### config.mk
export PLATFORM = sky130hd
export DESIGN_NAME = odt_ctrl
export DESIGN_NICKNAME = d
export VERILOG_FILES = /design/src/rtl/core/odt_pkg.sv /design/src/rtl/core/odt_ctrl.sv
export SDC_FILE = /design/constraint.sdc
export NUM_CORES = 1
export LEC_CHECK = 0
export BUFFER_PORTS_ARGS = -buffer_cell sky130_fd_sc_hd__buf_2
export CORE_AREA = 2 2 39 41
export DETAILED_ROUTE_END_ITERATION = 10
export DIE_AREA = 0 0 41 43
export GPL_TIMING_DRIVEN = 0
export REMOVE_ABC_BUFFERS = 1
export SETUP_SLACK_MARGIN = 0.02
export SYNTH_ARGS = -nofsm -noshare
export SYNTH_HDL_FRONTEND = slang
export SYNTH_SLANG_ARGS = --single-unit
### constraint.sdc
create_clock -name clock -period 1.7 [get_ports clock]
set_input_delay 0.34 -clock clock [delete_from_list [all_inputs] [get_ports clock]]
set_output_delay 0.34 -clock clock [all_outputs]
set_load 0.02 [all_outputs]
### src/rtl/core/odt_pkg.sv
// Object dictionary table: shared types, codes and helper functions.
`timescale 1ns / 1ps
`default_nettype none
package odt_pkg;

   localparam int TABLE_DEPTH_DEFAULT = 64;

   localparam logic [1:0] REQ_INSERT = 2'd0;
   localparam logic [1:0] REQ_REMOVE = 2'd1;
   localparam logic [1:0] REQ_READ   = 2'd2;
   localparam logic [1:0] REQ_WRITE  = 2'd3;

   localparam logic [3:0] ST_OK      = 4'd0;
   localparam logic [3:0] ST_INVALID = 4'd1;
   localparam logic [3:0] ST_TYPE    = 4'd2;
   localparam logic [3:0] ST_LENGTH  = 4'd3;
   localparam logic [3:0] ST_DUP     = 4'd4;
   localparam logic [3:0] ST_MISSING = 4'd5;
   localparam logic [3:0] ST_RDENY   = 4'd6;
   localparam logic [3:0] ST_WDENY   = 4'd7;
   localparam logic [3:0] ST_FULL    = 4'd8;

   localparam logic [3:0] TYPE_BOOL     = 4'd0;
   localparam logic [3:0] TYPE_LAST_STD = 4'd13;

   localparam int ACC_RD    = 0;
   localparam int ACC_WR    = 1;
   localparam int ACC_CONST = 2;

   typedef struct packed {
      logic [1:0]  req_type;
      logic [15:0] od_index;
      logic [15:0] od_subindex;
      logic [3:0]  value_kind;
      logic [2:0]  access_bits;
      logic [3:0]  byte_count;
      logic [63:0] write_data;
   } req_word_type;

   typedef struct packed {
      logic [3:0]  status;
      logic [63:0] read_data;
      logic [3:0]  read_size;
   } rsp_word_type;

   // controller to datapath
   typedef struct packed {
      logic load;
      logic scan;
      logic commit;
   } cmd_type;

   // datapath to controller
   typedef struct packed {
      logic scan_done;
   } stat_type;

   function automatic logic [3:0] size_of_type(input logic [3:0] t);
      case (t)
         4'd0, 4'd1, 4'd2:   size_of_type = 4'd1;
         4'd3, 4'd4:         size_of_type = 4'd2;
         4'd5, 4'd6, 4'd7:   size_of_type = 4'd4;
         4'd8, 4'd9, 4'd10:  size_of_type = 4'd8;
         default:            size_of_type = 4'd0;
      endcase
   endfunction

   function automatic logic [63:0] byte_mask(input logic [3:0] n);
      logic [63:0] m;
      m = '0;
      for (int b = 0; b < 8; b++) begin
         if (n > 4'(b)) begin
            m[b*8 +: 8] = 8'hFF;
         end
      end
      byte_mask = m;
   endfunction

endpackage
`default_nettype wire

### src/rtl/core/odt_ctrl.sv
// Object dictionary table: request sequencer (load, scan, commit, respond).
`timescale 1ns / 1ps
`default_nettype none
module odt_ctrl (
   input  wire logic             clock,
   input  wire logic             reset,
   input  wire logic             req_valid,
   output logic                  req_stall,
   output logic                  rsp_valid,
   input  wire logic             rsp_stall,
   output odt_pkg::cmd_type      cmd,
   input  wire odt_pkg::stat_type stat
);

   localparam logic [1:0] S_IDLE = 2'd0;
   localparam logic [1:0] S_SCAN = 2'd1;
   localparam logic [1:0] S_DONE = 2'd2;

   logic [1:0] state_ff, state_in;
   logic       rsp_valid_ff, rsp_valid_in;

   // a new word enters only in idle and when the result register can take the old one
   assign req_stall = (state_ff != S_IDLE) || (rsp_valid_ff && rsp_stall);

   always_comb begin
      state_in     = state_ff;
      rsp_valid_in = rsp_valid_ff && rsp_stall;
      cmd          = '0;
      case (state_ff)
         S_IDLE: begin
            if (req_valid && !req_stall) begin
               cmd.load = 1'b1;
               state_in = S_SCAN;
            end
         end
         S_SCAN: begin
            cmd.scan = 1'b1;
            if (stat.scan_done) begin
               state_in = S_DONE;
            end
         end
         S_DONE: begin
            cmd.commit   = 1'b1;
            rsp_valid_in = 1'b1;
            state_in     = S_IDLE;
         end
         default: state_in = S_IDLE;
      endcase
   end

   always_ff @(posedge clock) begin
      if (reset) begin
         state_ff     <= S_IDLE;
         rsp_valid_ff <= 1'b0;
      end else begin
         state_ff     <= state_in;
         rsp_valid_ff <= rsp_valid_in;
      end
   end

   assign rsp_valid = rsp_valid_ff;

   a_commit_after_scan: assert property (@(posedge clock) disable iff (reset)
      cmd.commit |-> $past(cmd.scan))
      else $error("commit without scan");
   a_rsp_after_commit: assert property (@(posedge clock) disable iff (reset)
      cmd.commit |=> rsp_valid)
      else $error("no result after commit");
   a_load_idle: assert property (@(posedge clock) disable iff (reset)
      cmd.load |-> !rsp_valid || !rsp_stall)
      else $error("load while result held");

endmodule
`default_nettype wire

==> flow_summary.json, run 1 <==
{
  "status": "complete, no violations",
  "routed_wl_um": 347,
  "ys_types": 13,
  "crit_arrival_ns": 1.02,
  "clockRootBuffer": "clkbuf_4",
  "grt_pass1_wl_um": 545,
  "num_vias": 150,
  "netlist.area_leader.share_pct": 40.0,
  "cts_setup_buffers": 0,
  "cts_max_path_buffers": 2,
  "hold_violations": 0,
  "fin_crit_sh_pct": 80.1,
  "port_buffers": 9,
  "slew_headroom_pct": 88.1,
  "htreeDepth": 1,
  "vias_per_cell": 3.33,
  "cp-start-kind": "register",
  "clock_latency_ns": 0.23,
  "fmax_mhz": 735,
  "coreArea_um2": 1380,
  "synth-seq-area-share_pct": 40.0,
  "grt_max_degree": 7,
  "cts_tree": "built",
  "setup_viol": 0,
  "fin_skew_ns": 0.000945,
  "cp-end-kind": "primary output",
  "cts_hold_buffers": 0,
  "n_fill_cell": 157,
  "grt_pass1_vias": 153,
  "yosys_warnings": 0,
  "tns_ns": 0,
  "ys_seq_elements": 3,
  "cts_inserted_buffers": 3,
  "syn_to_final_growth_pct": 55.8,
  "multi_input_area_um2": 82.6,
  "tightest_slew_ns": 0.178,
  "utilization_pct": 16.9,
  "synthTopCellsByArea": "dfxtp_1 40%, a211oi_2 8.3%, nand2_1 7.5%",
  "placementRows": 14,
  "avgSynthCellArea_um2": 8.83,
  "crit_fanout": 6,
  "track_usage_pct": 5.62,
  "finalCriticalPeriod_ns": 1.36,
  "drt_first_pass_iters": 2,
  "detail_route.wl_per_cell_um": 7.71,
  "synthCells": 17,
  "maxSlewViolCount": 0,
  "worst_ir_drop_vdd_mv": 0.220,
  "leakage_uw": 0.000111,
  "yosysTopAreaCell": "dfxtp_1",
  "clk_pin_slew_worst_paths_ns": 0.04,
  "clock_sinks": 3,
  "worst_ep_required_time_ns": 1.36,
  "max-cap-violations": 0,
  "start_util_pct": 10.8,
  "ioPinCount": 10,
  "rsz0062_at_grt": "no",
  "dieArea_um2": 1760,
  "synth_area_um2": 150,
  "antenna_left": 0,
  "postCtsResizedCells": 0,
  "hp-class": "in -> reg",
  "nNetsFinal": 35,
  "place_congestion": 0.571,
  "p_per_area_nw_per_um2": 1030,
  "regArea_um2": 60.1,
  "drc_errors": 0,
  "antenna_found_initial": 0,
  "die_h_um": 43,
  "drt_iter0_drc": 2,
  "drive_above_1_share_pct": 55.2,
  "dpl_cell_area_um2": 208,
  "fin_area_um2": 234,
  "antennaDiodeCount": 0,
  "die_x_um": 41,
  "overflow": 0,
  "critPathKind": "reg -> out"
}
power breakdown:
group / internal (uW) / leakage [uW] / switching (uW)
Clock: 87.9 / 0.0000150 / 36.5
Sequential: 74.1 / 0.0000245 / 4.13
Combinational: 16.2 / 0.0000718 / 21.2
per-stage QoR:
stage	total power, uW	instances	setup WS (ns)	hold WS, ns
global route	263	45	0.249	0.305
global placement	116	41	0.517	0.488
CTS	246	45	0.327	0.308
detailed placement	117	41	0.515	0.495
floorplan	102	16	0.556	0.405
finish	240	45	0.339	0.315
flip-flops by register name (all words and copies together), names as in the netlist:
register / flops
state_ff: 2
rsp_valid: 1
critical path, stage by stage (launching register included):
cell and delay (ns):
dfxtp_1 0.40, nor2_1 0.07, and3_1 0.17, buf_2 0.15
layout make-up:
type                            instances  share of cell area [%]
Tap cell                               16                    8.56
Timing Repair Buffer                    9                    19.3
Clock buffer                            4                    11.2
Sequential cell                         3                    25.7
Multi-Input combinational cell         13                    35.3
final timing paths:
path / startpoint / to / slack, ns / cells after the start
max: state_ff[0]$_SDFFE_PP0P_ / cmd[2] / 0.34 / 3
min: reset / state_ff[0]$_SDFFE_PP0P_ / 0.31 / 2
max reg2reg: rsp_valid$_SDFF_PP0_ / state_ff[0]$_SDFFE_PP0P_ / 0.92 / 3
min reg2reg: state_ff[0]$_SDFFE_PP0P_ / state_ff[1]$_SDFFE_PP0P_ / 0.50 / 2
cell usage in the layout, fill, tap and decap left out:
| cell type | n |
|---|---|
| nand2_1 | 3 |
| buf_2 | 9 |
| clkbuf_1 | 1 |
| nor2b_2 | 1 |
| nor2_2 | 1 |
| nor3_1 | 1 |
| nand3b_1 | 1 |
| nor2b_1 | 1 |
| dfxtp_1 | 3 |
| and3_1 | 1 |
| a21oi_2 | 1 |
| clkbuf_4 | 3 |
| nor2_1 | 1 |
| nand2b_1 | 1 |
| a211oi_2 | 1 |
routing by layer:
| metal | vias to the layer above | part of all wire [%] | track usage [%] |
|---|---|---|---|
| met5 | - | 0 | 0 |
| met3 | 0 | 15 | 7.33 |
| li1 | 79 | - | - |
| met4 | 0 | 0 | 6.00 |
| met2 | 9 | 45 | 6.25 |
| met1 | 62 | 41 | 4.18 |
kinds of logic (layout without fill, tap and decap cells):
logic type	after synthesis	in the layout	share of synthesized area [%]
AO/OA/AOI/OAI	2	2	14.2
buffers and inverters	1	13	5.00
flip-flops	3	3	40.0
AND/OR/NAND/NOR	11	11	40.8
synth_stat cells (all sizes together):
library cell and number:
a21oi 1, a211oi 1, nand2b 1, nand2 3, nor2 2, nor2b 2, nand3b 1, and3 1
dfxtp 3, nor3 1, buf 1
Note: power is estimated with default switching activity, not from simulation.
==> inputs of run 2 (changes only) <==
==> constraint.sdc (replaced) <==
create_clock -name clock -period 1.2 [get_ports clock]
set_input_delay 0.24 -clock clock [delete_from_list [all_inputs] [get_ports clock]]
set_output_delay 0.24 -clock clock [all_outputs]
set_load 0.02 [all_outputs]
==> run 2 against run 1 <==
Compared with the run above: the run now ends with negative setup slack left; clock skew grew 0.0012 ns; power grew 50%; critical path depth is the same; sequential power grew 41%; sequential cell count is the same; global-route usage grew 0.20 points; final area grew 22%; largest cell class unchanged.
==> flow_summary.json, run 2 (same netlist as run 1, synthesis figures left out) <==
{
  "placementRows": 14,
  "drt_iter0_drc": 1,
  "dp_cells": 41,
  "clock_sinks": 3,
  "cts_hold_buffers": 0,
  "clock_latency_ns": 0.23,
  "crit_arrival_ns": 0.98,
  "drt_first_pass_iters": 2,
  "port_buffers": 9,
  "crit_fanout": 4,
  "antenna_left": 0,
  "fmax_mhz": 822,
  "hold_path_end": "state_ff[0]$_SDFFE_PP0P_",
  "die_h_um": 43,
  "max_stage_delay_ns": 0.35,
  "die_x_um": 41,
  "tightest_slew_ns": 0.145,
  "n_fill_cell": 160,
  "fin_skew_ns": 0.00210,
  "slew_headroom_pct": 90.3,
  "vias_per_cell": 3.31,
  "rsz0062_at_grt": "yes",
  "routed_wl_um": 394,
  "ioPinCount": 10,
  "grt_pass1_vias": 161,
  "r2r-start": "state_ff[0]$_SDFFE_PP0P_",
  "htreeDepth": 1,
  "fin_ws_ns": -0.0165,
  "p_per_area_nw_per_um2": 1250,
  "leakage_uw": 0.000133,
  "worst_ep_required_time_ns": 0.96,
  "maxSlewViolCount": 0,
  "setup_viol": 1,
  "hp-class": "in -> reg",
  "max-cap-violations": 0,
  "regMostFlops": "state_ff",
  "layout_common_cells": "7 x buf_2, 4 x buf_4, 3 x nand2_1, 3 x clkbuf_4, 2 x dfxtp_4",
  "clockRootBuffer": "clkbuf_4",
  "tns_ns": -0.0165,
  "r2r_cells": 3,
  "worst-r2r-setup-slack_ns": 0.29,
  "num_vias": 159,
  "drive_above_1_share_pct": 75.0,
  "grt_max_degree": 7,
  "holdPathStages": 2,
  "detail_route.wl_per_cell_um": 8.21,
  "crit_slowest_cell": "dfxtp_4",
  "fin_area_um2": 287,
  "finalCriticalPeriod_ns": 1.22,
  "drc_errors": 0,
  "holdWs_ns": 0.203,
  "cp-end-kind": "primary output",
  "cp_cell_sequence": "nor2_4 > and3_4 > buf_6",
  "dieArea_um2": 1760,
  "crit-reg2reg-capture": "state_ff[0]$_SDFFE_PP0P_",
  "place_congestion": 0.571,
  "grt_pass1_wl_um": 565,
  "overflow": 0,
  "nNetsFinal": 38,
  "status": "finished with violations",
  "track_usage_pct": 5.82,
  "coreArea_um2": 1380,
  "start_util_pct": 10.8,
  "violations": "negative setup slack",
  "timing.critical_path.buf_inv": 1,
  "clk_pin_slew_worst_paths_ns": 0.04,
  "final_common_cell": "buf_2",
  "hold_start": "reset",
  "crit_family": "flip-flops",
  "cts_tree": "built",
  "fin_crit_sh_pct": 101,
  "largest_reg_flops": 2,
  "worst_ir_drop_vdd_mv": 0.309,
  "cts_max_path_buffers": 2,
  "syn_to_final_growth_pct": 90.8,
  "antennaDiodeCount": 0,
  "hold_violations": 0,
  "critPathKind": "reg -> out",
  "cts_inserted_buffers": 3,
  "antenna_found_initial": 0,
  "stdcell_count": 48,
  "dpl_cell_area_um2": 208,
  "utilization_pct": 20.7,
  "cp-start-kind": "register"
}
-- run 2: cell types whose count changed in the layout (fill, tap and decap cells not counted) --
cell	previous run	this run
buf_6	0	1
buf_4	0	4
nor2_1	1	0
dfxtp_1	3	0
nor2_4	0	1
dfxtp_4	0	2
and3_1	1	0
dfxtp_2	0	1
buf_2	9	7
and3_4	0	1
-- run 2: per-stage QoR --
stage,setup slack [ns],power [uW]
CTS,-0.00478,356
finish,-0.0165,359
global placement,0.188,165
global route,-0.0584,396
detailed placement,0.177,166
floorplan,0.156,144
-- run 2: report_power, final --
group	internal, uW	total, uW	switching [uW]
clock network	125	178	53.6
registers	103	110	6.33
logic	37.1	71.4	34.2
-- run 2: layout make-up --
class / count / area (um^2) / area share, %
multi-input cells: 13 / 95.1 / 33.2
clock buffers: 4 / 26.3 / 9.17
flip-flops and latches: 3 / 68.8 / 24.0
well taps: 16 / 20.0 / 6.99
repair buffers: 12 / 76.3 / 26.6
-- run 2: timing repair --
| item | in CTS | in global routing |
|---|---|---|
| gates resized for setup | 7 | 4 |
| endpoints found under the setup margin | 3 | 4 |
| cloned | 0 | 0 |
| pin swaps | 1 | 2 |
| setup buffers | 1 | 2 |
-- run 2: worst max-delay path by stage --
stage          cells past startpoint     end                     start  slack, ns
3_5_place_dp                       3  cmd[2]  state_ff[0]$_SDFFE_PP0P_       0.18
6_report                           3  cmd[2]  state_ff[0]$_SDFFE_PP0P_      -0.02
2_1_floorplan                      2  cmd[2]      rsp_valid$_SDFF_PP0_       0.16
3_3_place_gp                       3  cmd[2]  state_ff[1]$_SDFFE_PP0P_       0.19
4_1_cts                            3  cmd[2]  state_ff[1]$_SDFFE_PP0P_     -0.005
5_1_grt                            3  cmd[2]  state_ff[0]$_SDFFE_PP0P_      -0.06
-- run 2: routing by layer --
metal	part of all wire [%]	up-vias	routed length [um]	GRT usage, %
met5	0	-	0	0
met4	0	0	0	6.00
met3	12	0	49	7.33
met2	50	7	198	6.25
met1	37	66	146	4.82
li1	-	86	-	-
-- run 2: worst register-to-register path, cell delays in order, from the launching register on --
cell and delay, ns:
dfxtp_4 0.35, buf_4 0.14, nand3b_1 0.16, a211oi_2 0.17
==> inputs of run 3 (changes only) <==
==> constraint.sdc (replaced) <==
create_clock -name clock -period 1.3 [get_ports clock]
set_input_delay 0.26 -clock clock [delete_from_list [all_inputs] [get_ports clock]]
set_output_delay 0.26 -clock clock [all_outputs]
set_load 0.02 [all_outputs]
==> run 3 against run 2 <==
Compared with the run above: the flow now finishes without violations; count of clock-buffer cells in the layout did not move; utilization decreased by 2.4 points; via count decreased by 1.9%; critical endpoint unchanged; largest cell class unchanged.
==> flow_summary.json, run 3 (same netlist as run 1, synthesis figures left out) <==
{
  "start_util_pct": 10.8,
  "internal_power_uw": 239,
  "largest_reg_flops": 2,
  "cts_inserted_buffers": 3,
  "detail_route.wl_per_cell_um": 7.72,
  "cts_tree": "built",
  "hp-class": "in -> reg",
  "stdcell_count": 46,
  "routed_wl_um": 355,
  "tns_ns": 0,
  "fmax_mhz": 820,
  "regMostFlops": "state_ff",
  "switchingPower_uw": 82.2,
  "cp-start-kind": "register",
  "num_vias": 156,
  "dieArea_um2": 1760,
  "crit_slowest_cell": "dfxtp_2",
  "place_congestion": 0.571,
  "maxSlewViolCount": 0,
  "syn_to_final_growth_pct": 69.2,
  "antennaDiodeCount": 0,
  "port_buffers": 9,
  "fin_skew_ns": 0.000946,
  "leakage_uw": 0.000120,
  "dpl_cell_area_um2": 208,
  "max_stage_delay_ns": 0.34,
  "p_per_area_nw_per_um2": 1260,
  "clock_sinks": 3,
  "slew_headroom_pct": 90.3,
  "fin_area_um2": 254,
  "hold_violations": 0,
  "p_sw_share_pct": 25.6,
  "setup_viol": 0,
  "grt_max_degree": 7,
  "vias_per_cell": 3.39,
  "antenna_found_initial": 0,
  "cts_hold_buffers": 0,
  "clockRootBuffer": "clkbuf_4",
  "crit_fanout": 5,
  "drt_iter0_drc": 2,
  "cp-end-kind": "primary output",
  "layout_common_cells": "8 x buf_2, 3 x nand2_1, 3 x clkbuf_4, 3 x dfxtp_2, 2 x nor2_2",
  "nNetsFinal": 36,
  "rsz0062_at_grt": "no",
  "finalCriticalPeriod_ns": 1.22,
  "holdWs_ns": 0.228,
  "clkPwrFrac_pct": 50.7,
  "overflow": 0,
  "crit_arrival_ns": 0.96,
  "grt_pass1_vias": 154,
  "worst_ep_required_time_ns": 1.04,
  "die_h_um": 43,
  "status": "complete, no violations",
  "coreArea_um2": 1380,
  "final_common_cell": "buf_2",
  "combPwrFrac_pct": 17.0,
  "max-cap-violations": 0,
  "die_x_um": 41,
  "worst_ir_drop_vdd_mv": 0.290,
  "drt_first_pass_iters": 2,
  "power_uw": 321,
  "cp_cell_sequence": "nor2_2 > and3_1 > buf_6",
  "dp_cells": 41,
  "clock_latency_ns": 0.23,
  "htreeDepth": 1,
  "clk_pin_slew_worst_paths_ns": 0.04,
  "cts_max_path_buffers": 2,
  "seqPwrFrac_pct": 32.3,
  "ioPinCount": 10,
  "drive_above_1_share_pct": 70.0,
  "grt_pass1_wl_um": 558,
  "placementRows": 14,
  "track_usage_pct": 5.72,
  "tightest_slew_ns": 0.144,
  "drc_errors": 0,
  "antenna_left": 0,
  "critPathKind": "reg -> out",
  "fin_crit_sh_pct": 93.8
}
[run 3: path summary, 6_finish.rpt]
kind / startpoint / to / slack [ns] / cells after the start
max: state_ff[1]$_SDFFE_PP0P_ / cmd[2] / 0.08 / 3
min: reset / state_ff[0]$_SDFFE_PP0P_ / 0.23 / 2
max reg2reg: state_ff[1]$_SDFFE_PP0P_ / rsp_valid$_SDFF_PP0_ / 0.54 / 3
min reg2reg: state_ff[1]$_SDFFE_PP0P_ / state_ff[0]$_SDFFE_PP0P_ / 0.46 / 1
[run 3: power groups by stage]
stage	Combinational (uW)	Clock [uW]	Sequential [uW]
floorplan	29.4	0	104
global placement	48.8	0	103
detailed placement	49.3	0	104
CTS	49.5	169	103
global route	59.5	187	105
finish	54.7	163	104
[run 3: area by class of cell]
cell class	instances	area, um^2
clock buffers	4	26.3
multi-input cells	13	85.1
repair buffers	10	58.8
fillers	159	1130
well taps	16	20.0
flip-flops and latches	3	63.8
[run 3: metrics by stage]
step / utilization, % / setup WS [ns]
final: 18.4 / 0.0801
after global placement: 15.0 / 0.268
after detailed placement: 15.0 / 0.257
after global routing: 18.4 / 0.0193
after floorplan: - / 0.236
after CTS: 17.2 / 0.0337
[run 3: critical path: cells and delay by family (launching register included)]
family / cells / cell delay [ns]
buf+inv: 1 / 0.12
flops: 1 / 0.34
simple gates: 2 / 0.27
[run 3: repair_timing]
action	4_1_cts	5_1_grt
endpoints found under the hold margin	0	0
pin swaps	0	1
setup endpoints to repair	1	1
gates resized for setup	3	3
buffers inserted	0	1
[run 3: metal layers]
metal	part of all wire, %	GRT usage (%)	up-vias
li1	-	-	81
met1	39	4.50	66
met2	46	6.25	9
met3	14	7.33	0
met4	0	6.00	0
met5	0	0	-
